File: src/hdl/ffpa_pkg.sv
// ----------------------------------------------------------------------------
// First-fit pool allocator package
// Shared constants, status codes, sequencer states and the per-cell control
// word of the block table.
// ----------------------------------------------------------------------------
package ffpa_pkg;

  localparam int unsigned FUNC_W = 1;
  localparam int unsigned SIZE_W = 10;
  localparam int unsigned OFFS_W = 10;
  localparam int unsigned STAT_W = 2;

  localparam int unsigned POOL_BYTES_DEF   = 1024;
  localparam int unsigned HEADER_BYTES_DEF = 32;
  localparam int unsigned MAX_BLOCKS_DEF   = 32;

  localparam logic [FUNC_W-1:0] FUNC_ALLOC = 1'b0;
  localparam logic [FUNC_W-1:0] FUNC_FREE  = 1'b1;

  localparam logic [STAT_W-1:0] STATUS_OK       = 2'd0;
  localparam logic [STAT_W-1:0] STATUS_ZERO     = 2'd1;
  localparam logic [STAT_W-1:0] STATUS_NO_FIT   = 2'd2;
  localparam logic [STAT_W-1:0] STATUS_BAD_FREE = 2'd3;

  typedef enum logic [6:0] {
    S_IDLE   = 7'b0000001,
    S_EVAL   = 7'b0000010,
    S_DECIDE = 7'b0000100,
    S_ACT    = 7'b0001000,
    S_MNEXT  = 7'b0010000,
    S_MPREV  = 7'b0100000,
    S_RESP   = 7'b1000000
  } state_t;

  typedef enum logic [2:0] {
    CMD_NONE,
    CMD_EVAL,
    CMD_ALLOC,
    CMD_FREE,
    CMD_MERGE
  } cmd_op_t;

  typedef struct packed {
    logic eval;
    logic set_used;
    logic trim;
    logic split_in;
    logic take_left;
    logic set_free;
    logic absorb;
    logic take_right;
  } cell_ctl_t;

endpackage

File: src/hdl/ffpa_cell.sv
// ----------------------------------------------------------------------------
// First-fit pool allocator table cell
// Holds one block entry, evaluates it against the current request and takes
// an entry from its left or right neighbor when the table shifts.
// ----------------------------------------------------------------------------
module ffpa_cell #(
  parameter int unsigned POOL_BYTES   = ffpa_pkg::POOL_BYTES_DEF,
  parameter int unsigned HEADER_BYTES = ffpa_pkg::HEADER_BYTES_DEF,
  parameter bit          IS_HEAD      = 1'b0
) (
  input  logic                          clk,
  input  logic                          rst_n,
  input  ffpa_pkg::cell_ctl_t           ctl,
  input  logic [ffpa_pkg::FUNC_W-1:0]   func,
  input  logic [ffpa_pkg::SIZE_W-1:0]   req_size,
  input  logic [ffpa_pkg::OFFS_W-1:0]   free_offset,
  input  logic                          left_valid,
  input  logic                          left_free,
  input  logic [$clog2(POOL_BYTES+1)-1:0] left_start,
  input  logic [$clog2(POOL_BYTES+1)-1:0] left_size,
  input  logic                          right_valid,
  input  logic                          right_free,
  input  logic [$clog2(POOL_BYTES+1)-1:0] right_start,
  input  logic [$clog2(POOL_BYTES+1)-1:0] right_size,
  output logic                          valid,
  output logic                          free,
  output logic [$clog2(POOL_BYTES+1)-1:0] start,
  output logic [$clog2(POOL_BYTES+1)-1:0] size,
  output logic                          match,
  output logic                          split
);

  localparam int unsigned ADDR_W = $clog2(POOL_BYTES + 1);
  localparam int unsigned SUM_W  = ((ADDR_W > 11) ? ADDR_W : 11) + 1;
  localparam logic [SUM_W-1:0]  HDR = SUM_W'(HEADER_BYTES);
  localparam logic [ADDR_W-1:0] INIT_SIZE =
    (POOL_BYTES > HEADER_BYTES) ? ADDR_W'(POOL_BYTES - HEADER_BYTES) : '0;

  logic              valid_r, valid_nxt;
  logic              free_r, free_nxt;
  logic [ADDR_W-1:0] start_r, start_nxt;
  logic [ADDR_W-1:0] size_r, size_nxt;
  logic              match_r, match_nxt;
  logic              split_r, split_nxt;
  logic [SUM_W-1:0]  req_w;
  logic [SUM_W-1:0]  start_w;
  logic [SUM_W-1:0]  size_w;

  assign req_w   = SUM_W'(req_size);
  assign start_w = SUM_W'(start_r);
  assign size_w  = SUM_W'(size_r);

  always_comb begin
    valid_nxt = valid_r;
    free_nxt  = free_r;
    start_nxt = start_r;
    size_nxt  = size_r;
    match_nxt = match_r;
    split_nxt = split_r;
    if (ctl.eval) begin
      if (func == ffpa_pkg::FUNC_FREE) begin
        match_nxt = valid_r && (start_w + HDR == SUM_W'(free_offset));
      end else begin
        match_nxt = valid_r && free_r && (size_w >= req_w);
      end
      split_nxt = size_w >= req_w + HDR + SUM_W'(1);
    end else if (ctl.set_used) begin
      free_nxt = 1'b0;
      if (ctl.trim) begin
        size_nxt = ADDR_W'(req_w);
      end
    end else if (ctl.split_in) begin
      valid_nxt = 1'b1;
      free_nxt  = 1'b1;
      start_nxt = ADDR_W'(SUM_W'(left_start) + HDR + req_w);
      size_nxt  = ADDR_W'(SUM_W'(left_size) - HDR - req_w);
    end else if (ctl.take_left) begin
      valid_nxt = left_valid;
      free_nxt  = left_free;
      start_nxt = left_start;
      size_nxt  = left_size;
    end else if (ctl.set_free) begin
      free_nxt = 1'b1;
    end else if (ctl.absorb) begin
      size_nxt = ADDR_W'(size_w + HDR + SUM_W'(right_size));
    end else if (ctl.take_right) begin
      valid_nxt = right_valid;
      free_nxt  = right_free;
      start_nxt = right_start;
      size_nxt  = right_size;
    end
  end

  always_ff @(posedge clk) begin
    if (!rst_n) begin
      valid_r <= IS_HEAD;
      free_r  <= IS_HEAD;
      start_r <= '0;
      size_r  <= IS_HEAD ? INIT_SIZE : '0;
      match_r <= 1'b0;
      split_r <= 1'b0;
    end else begin
      valid_r <= valid_nxt;
      free_r  <= free_nxt;
      start_r <= start_nxt;
      size_r  <= size_nxt;
      match_r <= match_nxt;
      split_r <= split_nxt;
    end
  end

  assign valid = valid_r;
  assign free  = free_r;
  assign start = start_r;
  assign size  = size_r;
  assign match = match_r;
  assign split = split_r;

endmodule

File: config.mk
export PLATFORM = sky130hd
export DESIGN_NAME = ffpa_cell
export DESIGN_NICKNAME = d
export VERILOG_FILES = /design/src/hdl/ffpa_pkg.sv /design/src/hdl/ffpa_cell.sv
export SDC_FILE = /design/constraint.sdc
export NUM_CORES = 1
export LEC_CHECK = 0
export ABC_AREA = 0
export BUFFER_PORTS_ARGS = -buffer_cell sky130_fd_sc_hd__buf_2
export CORE_UTILIZATION = 50
export CTS_BUF_LIST = sky130_fd_sc_hd__clkbuf_4 sky130_fd_sc_hd__clkbuf_8
export DETAILED_ROUTE_END_ITERATION = 7
export PLACE_DENSITY = 0.89
export SYNTH_ARGS = -nofsm -noshare
export SYNTH_HDL_FRONTEND = slang
export SYNTH_SLANG_ARGS = --single-unit
File: constraint.sdc
create_clock -name clk -period 2.29 [get_ports clk]
set_input_delay 0.1145 -clock clk [delete_from_list [all_inputs] [get_ports clk]]
set_output_delay 0.1145 -clock clk [all_outputs]
set_load 0.03 [all_outputs]
==> impl_metrics.py <==
metrics = {
    "logic_synthesis": {
        "yosys.area.top_type_share_pct": 25.1,
        "syn_inst": 507,
        "synth_compound_area_share_pct": 25.4,
        "synthSimpleGateAreaFrac_pct": 15.5,
        "synth_edf_count": 0,
        "ys.flop_type": "dfxtp_1",
        "netlist_top_cells_area": "ha_1 (25%), dfxtp_1 (13%), xnor2_1 (7.5%), a21oi_1 (5.0%), nor2_1 (4.7%)",
        "ys_warn_count": 0,
        "synthMuxAreaShare_pct": 4.30,
        "ys_seq_area_share_pct": 13.0,
        "avgSynthCellArea_um2": 7.87,
        "synth.distinct_cells": 58,
        "postSynthNetCount": 669,
        "async_reset_ff_share_pct": 0,
        "synth_area_mm2": 0.00399,
        "synth_top_family_by_area": "adder cells",
        "synth_fa_ha_area_share_pct": 26.6,
        "synth_area_leader_cell": "ha_1",
        "synth-xor-area-share_pct": 9.00,
        "ys_ff_latch": 26,
    },
    "global_route": {
        "grt_start_max_net_pins": 44,
        "grt_first_pass_wirelength_mm": 19.0,
        "first_global_vias": 4222,
        "grt-ovfl-total": 0,
        "antenna_found_initial": 0,
        "groute.usage.overall_pct": 28.0,
    },
    "cts": {
        "cts.clk_slew.worst_paths_ns": 0.11,
        "h-tree-depth": 1,
        "clock-sinks": 26,
        "clockBufferDepth": 2,
        "cts-root-buf": "clkbuf_8",
        "clk_latency_ns": 0.29,
        "cts_inserted_buffers": 3,
        "cts_tree": "done",
    },
    "placement": {
        "gp_congestion": 0.926,
        "hpwl_mm": 9.34,
        "port_buffers": 104,
        "dp_slack_ns": -0.226,
        "dp_cells": 732,
    },
    "sta": {
        "finalHoldViolCount": 0,
        "fin_tns_setup_ns": 0,
        "maxSlewViolCount": 0,
        "rsz0062_at_grt": "yes",
        "fin_crit_ns": 2.29,
        "clock.fmax_mhz": 438,
        "finClkSkew_ns": 0.00981,
        "worstMarginPinSlew_ns": 0.803,
        "layout_setup_ws_ns": 0.00446,
        "relSlewSlack_pct": 46.4,
        "min_period_over_period_pct": 99.8,
        "setup_viol": 0,
    },
    "pwr": {
        "swShare_pct": 40.5,
        "seqPwrFrac_pct": 24.4,
        "p_int_uw": 1270,
        "finalPower_uw": 2130,
        "cellPowerDensity_mw_per_mm2": 423,
        "combPwrFrac_pct": 56.2,
        "peakVddDrop_mv": 0.234,
        "power.switching_uw": 861,
        "leakage_uw": 0.00254,
        "p_clk_share_pct": 19.4,
    },
    "setup_path": {
        "path_class": "reg2reg",
        "crit_buf_inv": 0,
        "path_common_cell": "ha_4",
        "crit_arrival_ns": 2.44,
        "crit_family": "compound AO/OA/AOI/OAI gates",
        "start_kind": "register",
        "end_kind": "register",
        "crit_slowest_cell": "dfxtp_4",
        "crit_fanout": 3,
        "required_ns": 2.44,
        "crit_chain": "ha_4, ha_4, fa_2, a21o_1, nand2_1, a21oi_2, o41ai_2, xnor2_1, a221oi_1, o22ai_1",
        "cpPeakStageDelay_ns": 0.37,
    },
    "final_layout": {
        "synthToLayoutAreaGrowth_pct": 26.0,
        "diodes": 0,
        "nNetsFinal": 798,
        "layout-drive-gt1-share_pct": 28.5,
        "final_cells": 737,
    },
    "detailed_routing": {
        "viasPerCell": 5.91,
        "wire_per_inst_um": 16.1,
        "drtIter0Drc": 225,
        "num_vias": 4357,
        "ant_nets": 0,
        "routed_wl_mm": 11.9,
        "firstDrtPassIters": 5,
        "drcViolationCount": 0,
    },
    "floorplan": {
        "start_util_pct": 51.6,
        "fp.dieW_um": 91.3,
        "die_y_um": 91.3,
        "core.rowCount": 32,
        "ios": 105,
        "core_area_mm2": 0.00773,
        "fp.dieArea_mm2": 0.00834,
    },
    "run_status": {
        "status": "complete, no violations",
    },
    "flow_run": {
        "cap_violations": 0,
    },
    "hold_path": {
        "hp-class": "in2reg",
    },
}
-- path summary, 6_finish.rpt --
| path | startpoint | cells after the start | slack [ns] | endpoint |
|---|---|---|---|---|
| max | size[1]$_SDFFE_PN0P_ | 10 | 0.004 | size[9]$_SDFFE_PN0P_ |
| min | right_size[7] | 3 | 0.16 | size[7]$_SDFFE_PN0P_ |
| max reg2reg | size[1]$_SDFFE_PN0P_ | 10 | 0.004 | size[9]$_SDFFE_PN0P_ |
| min reg2reg | valid$_SDFFE_PN0P_ | 2 | 0.53 | valid$_SDFFE_PN0P_ |
-- cell usage in the layout (no fill, tap or decap), types with 4 or more instances in the layout --
| cell type | count |
|---|---|
| buf_2 | 104 |
| ha_1 | 76 |
| nor2_1 | 48 |
| inv_1 | 44 |
| buf_4 | 39 |
| a21oi_1 | 37 |
| xnor2_1 | 34 |
| o21ai_0 | 24 |
| a211oi_1 | 22 |
| dfxtp_1 | 20 |
| nand2_1 | 17 |
| mux2i_1 | 16 |
| a21o_1 | 12 |
| nor3_1 | 10 |
| nor2b_1 | 10 |
| nand3_1 | 8 |
| xor2_1 | 7 |
| nand2b_1 | 6 |
| o21a_1 | 5 |
| o22ai_1 | 5 |
| dfxtp_2 | 5 |
| o21ai_1 | 4 |
| a211o_1 | 4 |
| a21oi_2 | 4 |
| o21bai_1 | 4 |
| a31oi_1 | 4 |
| nand4_1 | 4 |
| ha_4 | 4 |
-- worst reg2reg max path: cells and delay by family, from the launching register on --
family | cells | cell delay, ns
AOI/OAI and AO/OA | 5 | 0.85
xor gates and xnor gates | 1 | 0.11
adders and majority gates | 3 | 0.76
DFF | 1 | 0.37
and+or+nand+nor | 1 | 0.08
-- per-stage QoR --
stage / utilization [%] / hold slack [ns] / area, um^2
after floorplan: - / 0.311 / 4040
after global placement: 63.3 / 0.462 / 4890
after detailed placement: 63.3 / 0.467 / 4890
after CTS: 64.3 / 0.165 / 4970
after global routing: 65.1 / 0.198 / 5030
final: 65.1 / 0.161 / 5030
-- layer usage --
metal / vias up / GRT usage [%] / part of all wire (%)
met5: - / 0 / 0
met3: 29 / 3.35 / 6.4
met4: 0 / 10.2 / 2.4
li1: 2113 / - / -
met2: 169 / 50.9 / 50
met1: 2046 / 33.5 / 41
-- Yosys cell counts, types with 9 or more instances --
| cell | instances |
|---|---|
| ha_1 | 80 |
| nor2_1 | 50 |
| inv_1 | 44 |
| a21oi_1 | 40 |
| xnor2_1 | 34 |
| dfxtp_1 | 26 |
| o21ai_0 | 26 |
| a211oi_1 | 23 |
| nand2_1 | 17 |
| mux2i_1 | 16 |
| a21o_1 | 12 |
| nor2b_1 | 10 |
| nor3_1 | 10 |
| clkbuf_1 | 9 |
-- cells by family after synthesis --
kind of cell	after synthesis
buffers and inverters	63
xor gates and xnor gates	41
AOI/OAI and AO/OA	153
and+or+nand+nor	124
adders and majority gates	83
muxes	17
DFF	26
-- state kept, by name (all words and copies together) (netlist names) --
name	flops
match	1
free	1
valid	1
start	11
split	1
size	11
-- what timing repair did --
item                       4_1_cts  5_1_grt
buffers inserted                 0        1
hold buffers                     0        0
pin swaps                        5        9
resized for setup                2       11
setup endpoints to repair        4        7
-- final cells by class --
type                       instances  area [um^2]
multi-input combinational        418         3320
clock buffer                       3         41.3
fill                             664         2700
clock inverter                     1         30.0
sequential                        26          531
tap                              102          128
inverter                          44          165
timing repair buffer             143          813
-- power by group through the flow --
stage          clock (uW)  sequential (uW)  combinational, uW
4_1_cts               410              517               1160
6_report              413              519               1190
5_1_grt               430              524               1320
3_3_place_gp            0              527               1090
3_5_place_dp            0              528               1140
2_1_floorplan           0              588                708
Power figures use the tool's default switching activity.
